### config.mk
export PLATFORM = sky130hd
export DESIGN_NAME = waveform_roi_region_finder_core
export DESIGN_NICKNAME = d
export VERILOG_FILES = /design/src/sv/wrf_pkg.sv /design/src/sv/wrf_out_fifo.sv /design/src/sv/waveform_roi_region_finder_core.sv
export SDC_FILE = /design/constraint.sdc
export NUM_CORES = 1
export LEC_CHECK = 0
export BUFFER_PORTS_ARGS = -buffer_cell sky130_fd_sc_hd__buf_4
export CAP_MARGIN = 25
export CORE_ASPECT_RATIO = 0.8
export CORE_MARGIN = 1
export CORE_UTILIZATION = 28
export DETAILED_ROUTE_END_ITERATION = 10
export GPL_TIMING_DRIVEN = 0
export SLEW_MARGIN = 20
export SYNTH_ARGS = -nofsm -noshare
export SYNTH_HDL_FRONTEND = slang
export SYNTH_SLANG_ARGS = --single-unit
### constraint.sdc
create_clock -name clk -period 10.9 [get_ports clk]
set_input_delay 1.09 -clock clk [delete_from_list [all_inputs] [get_ports clk]]
set_output_delay 1.09 -clock clk [all_outputs]
set_load 0.01 [all_outputs]
### src/sv/wrf_pkg.sv
// Shared types and constants for the waveform ROI region finder.
// Used by wrf_out_fifo and waveform_roi_region_finder_core; no dependencies.
package wrf_pkg;

  // Waveform geometry
  localparam int unsigned WAVEFORM_LENGTH = 2000;
  localparam int unsigned HALF_WINDOW     = 100;
  localparam int unsigned TICK_W          = 11;

  // Configuration register map (register index from paddr[2])
  localparam logic REG_THRESHOLD = 1'b0;

  // Output queue geometry
  localparam int unsigned FIFO_DEPTH = 4;
  localparam int unsigned FIFO_AW    = 2;

  typedef logic [TICK_W-1:0] tick_t;

  // One region record
  typedef struct packed {
    tick_t region_start;
    tick_t region_end;
    logic  region_valid;
    logic  waveform_done;
  } result_t;

  // Records produced by one accepted sample, packed from d0 up
  typedef struct packed {
    logic [1:0] n;
    result_t    d0;
    result_t    d1;
  } push_t;

endpackage

### src/sv/wrf_out_fifo.sv
// Small output queue for region records; takes up to two records per cycle.
// Depends on wrf_pkg for result_t, push_t and the queue geometry.
module wrf_out_fifo (
  input  logic              clk,
  input  logic              rst,
  input  wrf_pkg::push_t    push,
  output logic              room,
  output logic              out_valid,
  output wrf_pkg::result_t  out_data,
  input  logic              out_ready
);

  wrf_pkg::result_t mem [wrf_pkg::FIFO_DEPTH];
  logic [wrf_pkg::FIFO_AW-1:0] wr_ptr;
  logic [wrf_pkg::FIFO_AW-1:0] rd_ptr;
  logic [wrf_pkg::FIFO_AW:0]   count;
  logic [wrf_pkg::FIFO_AW:0]   count_next;
  logic                        pop;

  // Room for a full two-record burst
  assign room      = count <= 3'(wrf_pkg::FIFO_DEPTH - 2);
  assign out_valid = count != '0;
  assign out_data  = mem[rd_ptr];
  assign pop       = out_valid && out_ready;

  always_comb begin
    count_next = count + {1'b0, push.n} - {{wrf_pkg::FIFO_AW{1'b0}}, pop};
  end

  // Store records
  always_ff @(posedge clk) begin
    if (push.n != 2'd0) begin
      mem[wr_ptr] <= push.d0;
    end
    if (push.n == 2'd2) begin
      mem[wr_ptr + 2'd1] <= push.d1;
    end
  end

  // Advance pointers and occupancy
  always_ff @(posedge clk) begin
    if (rst) begin
      wr_ptr <= '0;
      rd_ptr <= '0;
      count  <= '0;
    end else begin
      wr_ptr <= wr_ptr + push.n;
      if (pop) begin
        rd_ptr <= rd_ptr + 2'd1;
      end
      count <= count_next;
    end
  end

endmodule

### src/sv/waveform_roi_region_finder_core.sv
// Waveform ROI region finder: thresholds samples, merges padded spans into regions.
// Records are written into the output queue (wrf_out_fifo) as the sample beat is taken and offered from there.
// Throughput: one sample per cycle while the four-entry output queue has room for two
//   records, absorbing the rare two-record sample (region closed by distance plus final record).
// Reset (rst, synchronous): tick 0, no region open, threshold 0, queue empty.
// Depends on wrf_pkg and wrf_out_fifo.
module waveform_roi_region_finder_core (
  input  logic        clk,
  input  logic        rst,
  // Sample stream
  input  logic        s_tvalid,
  output logic        s_tready,
  input  logic [15:0] s_tdata,   // [15:0] sample (signed)
  input  logic        s_tlast,   // last_sample
  // Region stream
  output logic        m_tvalid,
  input  logic        m_tready,
  output logic [23:0] m_tdata,   // [10:0] region_start, [21:11] region_end, [23:22] zero
  output logic        m_tuser,   // [0] region_valid
  output logic        m_tlast,   // waveform_done
  // Configuration
  input  logic        psel,
  input  logic        penable,
  input  logic        pwrite,
  input  logic [2:0]  paddr,
  input  logic [31:0] pwdata,
  output logic [31:0] prdata,
  output logic        pready
);

  localparam logic [11:0] CloseGap  = 12'(wrf_pkg::HALF_WINDOW + 1);
  localparam logic [11:0] HalfWin12 = 12'(wrf_pkg::HALF_WINDOW);
  localparam logic [11:0] LastTick  = 12'(wrf_pkg::WAVEFORM_LENGTH - 1);

  logic signed [15:0] threshold;
  wrf_pkg::tick_t     tick_index;
  logic               region_open;
  wrf_pkg::tick_t     open_start;
  wrf_pkg::tick_t     open_end;

  wrf_pkg::tick_t     tick_index_next;
  logic               region_open_next;
  wrf_pkg::tick_t     open_start_next;
  wrf_pkg::tick_t     open_end_next;

  logic               accept;
  logic               hit;
  logic               dist_close;
  logic               open_kept;
  logic [11:0]        span_st;
  logic [11:0]        span_en;
  logic               merge;
  logic               open_after;
  wrf_pkg::tick_t     start_after;
  wrf_pkg::tick_t     end_after;
  wrf_pkg::tick_t     final_end;
  wrf_pkg::result_t   close_rec;
  wrf_pkg::result_t   last_rec;
  wrf_pkg::push_t     push;
  logic               room;
  wrf_pkg::result_t   out_rec;

  // Configuration port: always ready, one register
  assign pready = 1'b1;
  assign prdata = {{16{threshold[15]}}, threshold};

  always_ff @(posedge clk) begin
    if (rst) begin
      threshold <= '0;
    end else if (psel && penable && pwrite && pready && paddr[2] == wrf_pkg::REG_THRESHOLD) begin
      threshold <= pwdata[15:0];
    end
  end

  assign s_tready = room;
  assign accept   = s_tvalid && s_tready;

  // Per-sample region tracking
  always_comb begin
    hit = $signed(s_tdata) > threshold;

    // Close the open region once no later span can reach it
    dist_close = region_open && ({1'b0, tick_index} > ({1'b0, open_end} + CloseGap))
                 && (!s_tlast || hit);
    open_kept  = region_open && !dist_close;

    // Padded span around this tick, clipped to the waveform
    span_st = ({1'b0, tick_index} >= HalfWin12) ? {1'b0, tick_index} - HalfWin12 : 12'd0;
    span_en = {1'b0, tick_index} + HalfWin12 - 12'd1;
    if (span_en > LastTick) begin
      span_en = LastTick;
    end

    merge = open_kept && (span_st <= ({1'b0, open_end} + 12'd1));

    open_after  = open_kept;
    start_after = open_start;
    end_after   = open_end;
    if (hit) begin
      open_after = 1'b1;
      if (merge) begin
        if (span_en[10:0] > open_end) begin
          end_after = span_en[10:0];
        end
      end else begin
        start_after = span_st[10:0];
        end_after   = span_en[10:0];
      end
    end

    // Early end clips the open region to the current tick
    final_end = (end_after > tick_index) ? tick_index : end_after;

    close_rec.region_start  = open_start;
    close_rec.region_end    = open_end;
    close_rec.region_valid  = 1'b1;
    close_rec.waveform_done = 1'b0;

    last_rec.region_start  = open_after ? start_after : '0;
    last_rec.region_end    = open_after ? final_end : '0;
    last_rec.region_valid  = open_after;
    last_rec.waveform_done = 1'b1;

    // Pack records from slot 0 up
    push.n  = 2'd0;
    push.d0 = last_rec;
    push.d1 = last_rec;
    if (accept) begin
      if (dist_close) begin
        push.d0 = close_rec;
        push.n  = s_tlast ? 2'd2 : 2'd1;
      end else begin
        push.n  = s_tlast ? 2'd1 : 2'd0;
      end
    end

    // Next state
    if (s_tlast) begin
      tick_index_next  = '0;
      region_open_next = 1'b0;
      open_start_next  = '0;
      open_end_next    = '0;
    end else begin
      tick_index_next  = ({1'b0, tick_index} < LastTick) ? tick_index + 11'd1 : tick_index;
      region_open_next = open_after;
      open_start_next  = start_after;
      open_end_next    = end_after;
    end
  end

  // Hold state between beats
  always_ff @(posedge clk) begin
    if (rst) begin
      tick_index  <= '0;
      region_open <= 1'b0;
      open_start  <= '0;
      open_end    <= '0;
    end else if (accept) begin
      tick_index  <= tick_index_next;
      region_open <= region_open_next;
      open_start  <= open_start_next;
      open_end    <= open_end_next;
    end
  end

  // Result queue
  wrf_out_fifo u_out_fifo (
    .clk       (clk),
    .rst       (rst),
    .push      (push),
    .room      (room),
    .out_valid (m_tvalid),
    .out_data  (out_rec),
    .out_ready (m_tready)
  );

  assign m_tdata = {2'b00, out_rec.region_end, out_rec.region_start};
  assign m_tuser = out_rec.region_valid;
  assign m_tlast = out_rec.waveform_done;

endmodule

==> results of run 1 <==
==> state kept, by name (all words and copies together) (netlist names), named ones only <==
name	count
u_out_fifo.wr_ptr	2
threshold	16
tick_index	11
open_start	11
u_out_fifo.rd_ptr	2
open_end	11
u_out_fifo.mem	96
u_out_fifo.count	3
region_open	1
==> final timing paths <==
path | startpoint | to | slack, ps | cells past startpoint
worst min register to register | threshold[8] | threshold[8] | 470 | 2
worst max-delay path | tick_index[0] | u_out_fifo.mem[1][6] | 3930 | 25
worst max register to register | tick_index[0] | u_out_fifo.mem[1][6] | 3930 | 25
worst min-delay path | threshold[8] | threshold[8] | 470 | 2
==> layer usage <==
layer / vias up / part of all wire, %
li1: 3948 / -
met1: 4006 / 48
met2: 290 / 44
met3: 46 / 6.4
met4: 0 / 2.2
met5: - / 0
==> layout by cell type, fill, tap and decap left out, types with 7 or more instances in the layout <==
| master | n |
|---|---|
| nand4_1 | 16 |
| mux4_2 | 24 |
| mux2_2 | 10 |
| a21o_1 | 7 |
| inv_1 | 50 |
| clkbuf_1 | 31 |
| a22o_1 | 55 |
| nor2_1 | 80 |
| nor2b_1 | 11 |
| a21oi_1 | 58 |
| nand3_1 | 23 |
| mux2i_1 | 10 |
| a22oi_1 | 16 |
| nand2b_1 | 7 |
| ha_1 | 74 |
| nand2_1 | 112 |
| xnor2_1 | 39 |
| dfxtp_1 | 63 |
| buf_4 | 118 |
| o21ai_0 | 49 |
| edfxtp_1 | 92 |
| buf_2 | 21 |
| and2_1 | 10 |
| clkbuf_16 | 17 |
| nor3_1 | 10 |
==> cell families (layout without fill, tap and decap cells) <==
kind of cell               Yosys count  in the layout
DFF                                155            155
muxes                               47             47
and+or+nand+nor                    303            303
buffers and inverters              131            265
other                                2              3
adders and majority gates           75             75
xor gates and xnor gates            41             41
AOI/OAI and AO/OA                  256            256
==> through the flow <==
stage                     std cells  power, mW
after floorplan                1011      0.977
after global placement         1581       1.14
after detailed placement       1585       1.15
after CTS                      1617       1.76
after global routing           1617       1.84
final                          1617       1.75
==> worst min-delay path: cells and delay by family, from the launching register on <==
family | cells | cell delay (ps)
AO/OA/AOI/OAI | 1 | 50
flip-flops | 1 | 320
AND/OR/NAND/NOR | 1 | 60
==> report_power, final <==
| group | leakage [nW] | switching (mW) | internal, mW |
|---|---|---|---|
| logic | 2.81 | 0.260 | 0.210 |
| clock network | 0.292 | 0.301 | 0.312 |
| registers | 1.35 | 0.0201 | 0.650 |
==> area by class of cell <==
| class | instances | share of cell area (%) |
|---|---|---|
| Multi-Input combinational cell | 725 | 44.7 |
| Clock inverter | 15 | 1.51 |
| Sequential cell | 155 | 33.7 |
| Inverter | 53 | 1.66 |
| Tap cell | 472 | 4.94 |
| Clock buffer | 17 | 3.56 |
| Buffer | 78 | 3.36 |
| Timing Repair Buffer | 102 | 6.63 |
==> metrics.md, run 1 <==
| Metric | Value |
|---|---|
| Routed vias | `8290` |
| Worst skew pair latency | `440 ps` |
| Crit-path slowest cell | `dfxtp_1` |
| Area Overhead vs Synth | `20.1%` |
| Cell family with most CP delay | `compound AO/OA/AOI/OAI gates` |
| Most used flip-flop cell after synthesis | `edfxtp_1` |
| Iter 0 DRT Violations | `729` |
| Status | `finished clean` |
| Syn. warnings | `0` |
| Core area | `0.0349 mm2` |
| Most common cell in the netlist | `nand2_1` |
| Hold WS | `475 ps` |
| WL/cell | `18.2 um` |
| Seq cells post-synth | `155` |
| Register area share after synthesis | `40.4%` |
| H-tree depth | `4` |
| Clk pin slew, worst setup/hold paths | `80 ps` |
| Hold Crit Class | `reg -> reg` |
| Final hold viol count | `0` |
| Routed Antenna Nets | `0` |
| # rows | `61` |
| GP Congestion | `0.949` |
| Rel. slew slack | `41.6%` |
| Post-synthesis xor/xnor area fraction | `3.61%` |
| Area of the multi-input gates | `0.00534 mm2` |
| Final #Nets | `1266` |
| Clock Sinks | `155` |
| Slew @ Worst Pin | `877 ps` |
| Cell Area, Synth | `0.00996 mm2` |
| GR met2 Demand/Resource | `25.1%` |
| Setup crit start kind | `flip-flop` |
| Global-route wire length before repair | `45700 um` |
| Top Usage Layer GRT | `met2` |
| Setup violators final | `0` |
| DIE WIDTH | `213 um` |
| IR drop worst, VDD | `0.106 mV` |
| Buf/Inv on CP | `3` |
| LEAKAGE | `4.46 nW` |
| Final Util | `34.3%` |
| Grt met3 use | `2.90%` |
| Top cells by count, synth | `112 x nand2_1, 92 x edfxtp_1, 80 x nor2_1` |
| Total GRT Usage | `16.5%` |
| Drc violations | `0` |
| Post-synth ARST share | `0%` |
| Number of library cell types mapped by synthesis | `75` |
| Unrepaired setup endpoints after global routing | `false` |
| Largest net degree at the start of global routing | `20` |
| Fmax | `0.144 GHz` |
| Cts hold-fix bufs | `0` |
| Adder-cell area share of the yosys netlist | `9.50%` |
| Die area | `0.0363 mm2` |
| Die Y | `171 um` |
| Filler instances | `3545` |
| Complex-gate fraction of the synthesized area | `18.1%` |
| Dpl hpwl | `23000 um` |
| # port buffers | `98` |
| Worst Path Required | `11060 ps` |
| CP arrival | `7130 ps` |
| Post-placement cell area | `0.0113 mm2` |
| Resized Gates After CTS | `0` |
| Postcts setup bufs | `0` |
| Congestion Overflow GR | `0` |
| Min cycle time layout | `6970 ps` |
| Met1 Use GR | `23.6%` |
| Critical path class | `reg -> reg` |
| Power Density | `147 mW/mm2` |
| Final setup skew | `13.0 ps` |
| Drt via density | `5.13` |
| Final WS setup | `3930 ps` |
| CP max stage delay | `600 ps` |
| I/O pin cnt | `120` |
| Mux share of post-synthesis cell area | `8.02%` |
| Starting Density | `28.5%` |
| Yosys top cell by area | `edfxtp_1` |
| Cell mode on critical path | `ha_1` |
| Max clock buf depth | `2` |
| First-pass detailed-route iteration total | `7` |
| Post-synth EDFFs | `92` |
| Avg Inst Size Synth | `9.86 um2` |
| Combinational family with the most area after synthesis | `compound AO/OA/AOI/OAI gates` |
| Period utilisation layout | `63.9%` |
| Share of cells above drive strength 1 | `19.9%` |
| Crit end category | `flip-flop` |
| WL final | `29400 um` |
| Register Area | `0.00402 mm2` |
| Antenna cells | `0` |
| Clk Tree Root Cell | `clkbuf_16` |
| Inserted Clock Buffers | `17` |
| CTS tree | `yes` |
| Synthesized instance count | `1010` |
| Design Area, Final | `0.0120 mm2` |
| Pins over their slew limit | `0` |
| Setup TNS | `0 ps` |
| Ranking of synthesized cells by area | `edfxtp_1 28%, dfxtp_1 13%, ha_1 9.3%` |
| Number of global-route vias before repair | `7926` |
| Initial antenna violation count | `1` |
| Yosys top cell area share | `27.7%` |
| Max-cap violations | `0` |
| Simple-Gate Fraction of Synth Area | `14.3%` |
| Post-place setup slack | `4070 ps` |
| Worst Path Max Fanout | `10` |
Power figures use the tool's default switching activity.
==> run 2, diff against run 1 <==
==> constraint.sdc (replaced) <==
create_clock -name clk -period 7 [get_ports clk]
set_input_delay 0.7 -clock clk [delete_from_list [all_inputs] [get_ports clk]]
set_output_delay 0.7 -clock clk [all_outputs]
set_load 0.01 [all_outputs]
==> metrics.md, run 2 (synthesized netlist as in run 1, its figures left out) <==
| Metric | Value |
|---|---|
| Top Registers | `u_out_fifo.mem x96, threshold x16` |
| Crit-path slowest cell | `a2111oi_0` |
| DIE WIDTH | `213 um (unchanged)` |
| Max reg flops | `96 (unchanged)` |
| CP arrival | `6740 ps (-390 ps)` |
| Rel. slew slack | `41.8% (+0.22 points)` |
| Fmax | `0.152 GHz (+5.8%)` |
| Crit end category | `flip-flop` |
| CTS tree | `yes` |
| Number of global-route vias before repair | `7926 (unchanged)` |
| Postcts setup bufs | `0 (unchanged)` |
| Drc violations | `0 (unchanged)` |
| Hold Crit Class | `reg -> reg` |
| Share of cells above drive strength 1 | `20.3% (+0.44 points)` |
| Min cycle time layout | `6580 ps (-382 ps)` |
| Post-place setup slack | `171 ps (-3900 ps)` |
| Core area | `0.0349 mm2 (unchanged)` |
| H-tree depth | `4 (unchanged)` |
| Initial antenna violation count | `1 (unchanged)` |
| Setup violators final | `0 (unchanged)` |
| Reg2Reg Setup Slack | `420 ps (-3520 ps)` |
| Setup crit start kind | `flip-flop` |
| Iter 0 DRT Violations | `722 (-0.96%)` |
| Commonest non-fill, non-tap cell in the layout | `buf_4` |
| Worst skew pair latency | `440 ps (about the same)` |
| WL/cell | `18.2 um (-0.12%)` |
| Slew @ Worst Pin | `873 ps (-3.26 ps)` |
| Hold path depth | `2 (unchanged)` |
| Reg2reg path depth | `22 (-12%)` |
| Filler instances | `3540 (-0.14%)` |
| Congestion Overflow GR | `0 (unchanged)` |
| Final setup skew | `14.0 ps (+0.945 ps)` |
| Clock Sinks | `155 (unchanged)` |
| Area of the multi-input gates | `0.00536 mm2 (+0.40%)` |
| Setup TNS | `0 ps (unchanged)` |
| Final WS setup | `417 ps (-3520 ps)` |
| IR drop worst, VDD | `0.165 mV (+55%)` |
| GP Congestion | `0.949 (unchanged)` |
| Final non-filler cell total | `1617 (unchanged)` |
| Final Util | `34.3% (+0.072 points)` |
| First-pass detailed-route iteration total | `5 (-2)` |
| Starting Density | `28.5% (unchanged)` |
| Total GRT Usage | `16.5% (unchanged)` |
| Inserted Clock Buffers | `17 (unchanged)` |
| Dpl hpwl | `23000 um (unchanged)` |
| Sequence of cells on the critical path | `inv_1, ha_1, nor2b_1, o31ai_1, a311o_1, o31a_1, and2_1, ha_1, nor2_1, a211oi_1, a22oi_1, or2_2, a31oi_2, buf_6, mux2_2, ha_1, a2111oi_0, a31oi_2, o31a_1, clkbuf_2, o21ai_1, o21ai_0` |
| Worst Min Path Start | `threshold[8]` |
| Area Overhead vs Synth | `20.3%` |
| Largest net degree at the start of global routing | `20 (unchanged)` |
| Worst Path Max Fanout | `10 (unchanged)` |
| Global-route wire length before repair | `45700 um (unchanged)` |
| # rows | `61 (unchanged)` |
| Pins over their slew limit | `0 (unchanged)` |
| Worst Hold End | `threshold[8]` |
| Critical path class | `reg -> reg` |
| Leading cell types in the layout, fill and taps excluded | `118 x buf_4, 112 x nand2_1, 92 x edfxtp_1` |
| Clk pin slew, worst setup/hold paths | `70 ps (about the same)` |
| Worst Path Required | `7150 ps (-3910 ps)` |
| Antenna cells | `0 (unchanged)` |
| Final hold viol count | `0 (unchanged)` |
| Period utilisation layout | `94.0% (+30 points)` |
| Routed Antenna Nets | `0 (unchanged)` |
| Status | `finished clean` |
| Crit Reg-Reg Endpoint | `u_out_fifo.mem[0][11]` |
| Drt via density | `5.13 (+0.14%)` |
| Power Density | `228 mW/mm2 (+55%)` |
| Clk Tree Root Cell | `clkbuf_16` |
| Max-cap violations | `0 (unchanged)` |
| Die area | `0.0363 mm2 (unchanged)` |
| LEAKAGE | `4.44 nW (-0.43%)` |
| Overall power | `2.73 mW (+56%)` |
| Worst reg2reg startpoint | `tick_index[0]` |
| Register Area | `0.00403 mm2 (about the same)` |
| Final #Nets | `1266 (unchanged)` |
| CP max stage delay | `520 ps (-80 ps)` |
| Cell mode on critical path | `ha_1` |
| # port buffers | `98 (unchanged)` |
| Largest Register | `u_out_fifo.mem` |
| Max clock buf depth | `2 (unchanged)` |
| Routed vias | `8302 (+0.14%)` |
| Die Y | `171 um (unchanged)` |
| Inst Count DP | `1585 (unchanged)` |
| WL final | `29400 um (-0.12%)` |
| Unrepaired setup endpoints after global routing | `false` |
| I/O pin cnt | `120 (unchanged)` |
run 2: worst max path at each step:
stage	cells past startpoint	end	start
after CTS	25	u_out_fifo.mem[1][6]	tick_index[0]
final	22	u_out_fifo.mem[0][11]	tick_index[0]
after floorplan	25	u_out_fifo.mem[2][4]	tick_index[0]
after global routing	22	u_out_fifo.mem[0][10]	tick_index[0]
after global placement	21	u_out_fifo.mem[2][2]	tick_index[0]
after detailed placement	25	u_out_fifo.mem[1][6]	tick_index[0]
run 2: cell type report:
| type | instances | area share (%) |
|---|---|---|
| inverters | 53 | 1.66 |
| plain buffers | 78 | 3.36 |
| multi-input cells | 725 | 44.8 |
| flip-flops and latches | 155 | 33.6 |
| clock buffers | 17 | 3.55 |
| repair buffers | 102 | 6.61 |
| well taps | 472 | 4.93 |
| clock inverters | 15 | 1.50 |
run 2: repair_timing:
item,CTS,global route
gates resized for setup,0,7
setup endpoints to repair,0,37
hold endpoints to repair,0,0
hold buffers,0,0
run 2: metrics by stage:
step,hold WS [ps],instance area [um2]
3_5_place_dp,469,11300
6_report,475,12000
5_1_grt,500,12000
2_1_floorplan,477,9960
4_1_cts,480,12000
3_3_place_gp,465,11300
run 2: layer usage:
metal  global-route usage, %  routed length, um  vias up
li1                        -                  -     3949
met4                    5.38                603        0
met3                    2.90               1940       48
met5                       0                  0        -
met1                    23.6              13900     4007
met2                    25.1              12900      298
run 2: power breakdown:
group / internal [mW] / switching, mW
logic: 0.328 / 0.407
registers: 1.01 / 0.0310
clock network: 0.486 / 0.467
total: 1.83 / 0.905
run 2: worst max-delay path: cells and delay by family (launching register included):
family / cells / cell delay (ps)
muxes: 1 / 400
adders and majority gates: 3 / 960
and+or+nand+nor: 4 / 880
AOI/OAI and AO/OA: 11 / 2940
buffers and inverters: 3 / 620
DFF: 1 / 470
==> run 3, diff against run 2 <==
--- a/config.mk
+++ b/config.mk
@@ -9,9 +9,11 @@
 export CAP_MARGIN = 25
 export CORE_ASPECT_RATIO = 0.8
 export CORE_MARGIN = 1
-export CORE_UTILIZATION = 28
+export CORE_UTILIZATION = 61
+export CTS_BUF_LIST = sky130_fd_sc_hd__clkbuf_8
 export DETAILED_ROUTE_END_ITERATION = 10
 export GPL_TIMING_DRIVEN = 0
+export PLACE_DENSITY = 0.83
 export SLEW_MARGIN = 20
 export SYNTH_ARGS = -nofsm -noshare
 export SYNTH_HDL_FRONTEND = slang
==> metrics.md, run 3 (synthesized netlist as in run 1, its figures left out) <==
| Metric | Value |
|---|---|
| Routed vias | `8914 (+7.4%)` |
| Hold WS | `460 ps (-15.8 ps)` |
| Min cycle time layout | `6720 ps (+132 ps)` |
| Final hold viol count | `0 (unchanged)` |
| LEAKAGE | `4.34 nW (-2.2%)` |
| Max clock buf depth | `2 (unchanged)` |
| Critical path class | `reg -> reg` |
| Number of global-route vias before repair | `8321 (+5.0%)` |
| Worst skew pair latency | `490 ps (+50 ps)` |
| # port buffers | `98 (unchanged)` |
| Leading cell types in the layout, fill and taps excluded | `119 x buf_4, 111 x nand2_1, 92 x edfxtp_1` |
| Core area | `0.0159 mm2 (-55%)` |
| Crit Reg-Reg Endpoint | `u_out_fifo.mem[1][8]` |
| Max reg flops | `96 (unchanged)` |
| Top Registers | `u_out_fifo.mem x96, threshold x16` |
| Status | `finished clean` |
| Initial antenna violation count | `0 (-1)` |
| Area Overhead vs Synth | `14.9%` |
| CP arrival | `6920 ps (+180 ps)` |
| CP max stage delay | `630 ps (+110 ps)` |
| Worst Path Required | `7210 ps (+60 ps)` |
| Starting Density | `62.8% (+34 points)` |
| Clk pin slew, worst setup/hold paths | `100 ps (+30 ps)` |
| Die Y | `116 um (-32%)` |
| Die area | `0.0168 mm2 (-54%)` |
| I/O pin cnt | `120 (unchanged)` |
| Reg2Reg Setup Slack | `280 ps (-130 ps)` |
| Clk Tree Root Cell | `clkbuf_8` |
| Sequence of cells on the critical path | `inv_1, ha_1, nor2b_1, o31ai_1, a311o_1, o31a_1, and2b_4, ha_1, nand4_1, a211oi_1, a22oi_1, or2_2, a31oi_2, buf_6, mux2i_1, inv_1, ha_1, nor2b_1, o2111ai_1, and3_1, a31oi_1, o31ai_2, a21oi_1, o21ai_0` |
| Switching Share | `35.1% (+2.0 points)` |
| DIE WIDTH | `145 um (-32%)` |
| Logic pwr share | `30.5% (+3.6 points)` |
| Worst reg2reg startpoint | `tick_index[0]` |
| WL/cell | `21.9 um (+20%)` |
| Overall power | `2.48 mW (-9.1%)` |
| Slew @ Worst Pin | `927 ps (+54.1 ps)` |
| Unrepaired setup endpoints after global routing | `false` |
| Final setup skew | `12.9 ps (-1.11 ps)` |
| Antenna cells | `0 (unchanged)` |
| Hold Crit Class | `in -> reg` |
| Share of cells above drive strength 1 | `20.4% (+0.070 points)` |
| CTS tree | `yes` |
| Max-cap violations | `0 (unchanged)` |
| Total GRT Usage | `36.7% (+20 points)` |
| Clock Sinks | `155 (unchanged)` |
| Power Density | `217 mW/mm2 (-4.8%)` |
| Routed Antenna Nets | `0 (unchanged)` |
| First-pass detailed-route iteration total | `5 (unchanged)` |
| Dpl hpwl | `21900 um (-4.8%)` |
| Largest net degree at the start of global routing | `24 (+20%)` |
| Cell mode on critical path | `ha_1` |
| Drc violations | `0 (unchanged)` |
| Setup TNS | `0 ps (unchanged)` |
| Drt via density | `6.55 (+28%)` |
| Crit-path slowest cell | `a21oi_1` |
| Pins over their slew limit | `0 (unchanged)` |
| Iter 0 DRT Violations | `1114 (+54%)` |
| Worst Path Max Fanout | `10 (unchanged)` |
| # rows | `41 (-33%)` |
| Largest Register | `u_out_fifo.mem` |
| Final #Nets | `1267 (+0.079%)` |
| H-tree depth | `4 (unchanged)` |
| Rel. slew slack | `38.2% (-3.6 points)` |
| Commonest non-fill, non-tap cell in the layout | `buf_4` |
| Reg2reg path depth | `24 (+9.1%)` |
| Global-route wire length before repair | `45400 um (-0.77%)` |
| Setup violators final | `0 (unchanged)` |
| Final Util | `72.2% (+38 points)` |
| Switching power | `0.873 mW (-3.6%)` |
| Critical Path Source | `tick_index[0]` |
| GP Congestion | `1.02 (+7.4%)` |
| Period utilisation layout | `95.9% (+1.9 points)` |
| WL final | `29800 um (+1.4%)` |
| Setup crit start kind | `flip-flop` |
| IR drop worst, VDD | `0.125 mV (-24%)` |
| Crit end category | `flip-flop` |
| Clock power frac | `27.3% (-7.6 points)` |
| Filler instances | `1165 (-67%)` |
| Critical Path End | `u_out_fifo.mem[1][8]` |
| Fmax | `0.149 GHz (-2.0%)` |
| Inserted Clock Buffers | `17 (unchanged)` |
| Congestion Overflow GR | `0 (unchanged)` |
| Internal power | `1.61 mW (-12%)` |
| Sequential power share | `42.2% (+4.0 points)` |
==> run 3: cell count changes in the layout (fill, tap and decap cells not counted), sizes merged <==
cell	before	now
clkinv	8	6
buf	149	150
clkinvlp	1	2
inv	59	60
==> run 3: how the worst min path moves through the flow <==
stage                          from              endpoint  slack, ps  cells after the start
3_5_place_dp           threshold[5]          threshold[5]        470                      2
2_1_floorplan  u_out_fifo.mem[2][0]  u_out_fifo.mem[2][0]        480                      2
4_1_cts                  pwdata[11]         threshold[11]        440                      3
5_1_grt                   pwdata[6]          threshold[6]        450                      3
6_report                 pwdata[11]         threshold[11]        460                      3
3_3_place_gp           threshold[1]          threshold[1]        460                      2
==> run 3: final cells by class <==
| class | count | area (um2) | share of cell area [%] |
|---|---|---|---|
| Inverter | 53 | 199 | 1.74 |
| Buffer | 78 | 403 | 3.52 |
| Sequential cell | 155 | 4030 | 35.2 |
| Clock buffer | 17 | 234 | 2.05 |
| Multi-Input combinational cell | 725 | 5360 | 46.8 |
| Timing Repair Buffer | 103 | 800 | 6.99 |
| Clock inverter | 15 | 149 | 1.30 |
| Tap cell | 215 | 269 | 2.35 |
==> run 3: critical path: cells and delay by family (launching register included) <==
kind,cells,cell delay (ps)
buffers and inverters,3,510
and+or+nand+nor,6,1220
AOI/OAI and AO/OA,11,2970
adders and majority gates,3,800
DFF,1,480
muxes,1,450
==> run 3: per-stage QoR <==
step           cells  setup WS [ps]  area, um2
2_1_floorplan   1011           1310       9960
3_3_place_gp    1324            181      11000
3_5_place_dp    1327            275      11000
4_1_cts         1359            201      11400
5_1_grt         1361           82.0      11400
6_report        1361            285      11400
==> run 3: power groups by stage <==
stage                     clock (mW)  sequential [mW]  combinational [mW]
after detailed placement           0             1.06               0.729
after global routing           0.705             1.05               0.819
final                          0.677             1.05               0.759
after CTS                      0.672             1.04               0.735
after floorplan                    0             1.05               0.467
after global placement             0             1.06               0.699
==> run 3: per-layer routing <==
metal / up-vias / wire length [um] / track usage, %
met2: 655 / 13200 / 56.8
met1: 4195 / 11700 / 49.0
met5: - / 0 / 0.585
met3: 125 / 3820 / 8.61
li1: 3939 / - / -
met4: 0 / 1120 / 16.7
==> run 3: repair_timing <==
item                                    4_1_cts  5_1_grt
resized for setup                             0        6
buffers inserted                              0        1
hold endpoints to repair                      0        0
endpoints found under the setup margin        0       29
hold buffers                                  0        0
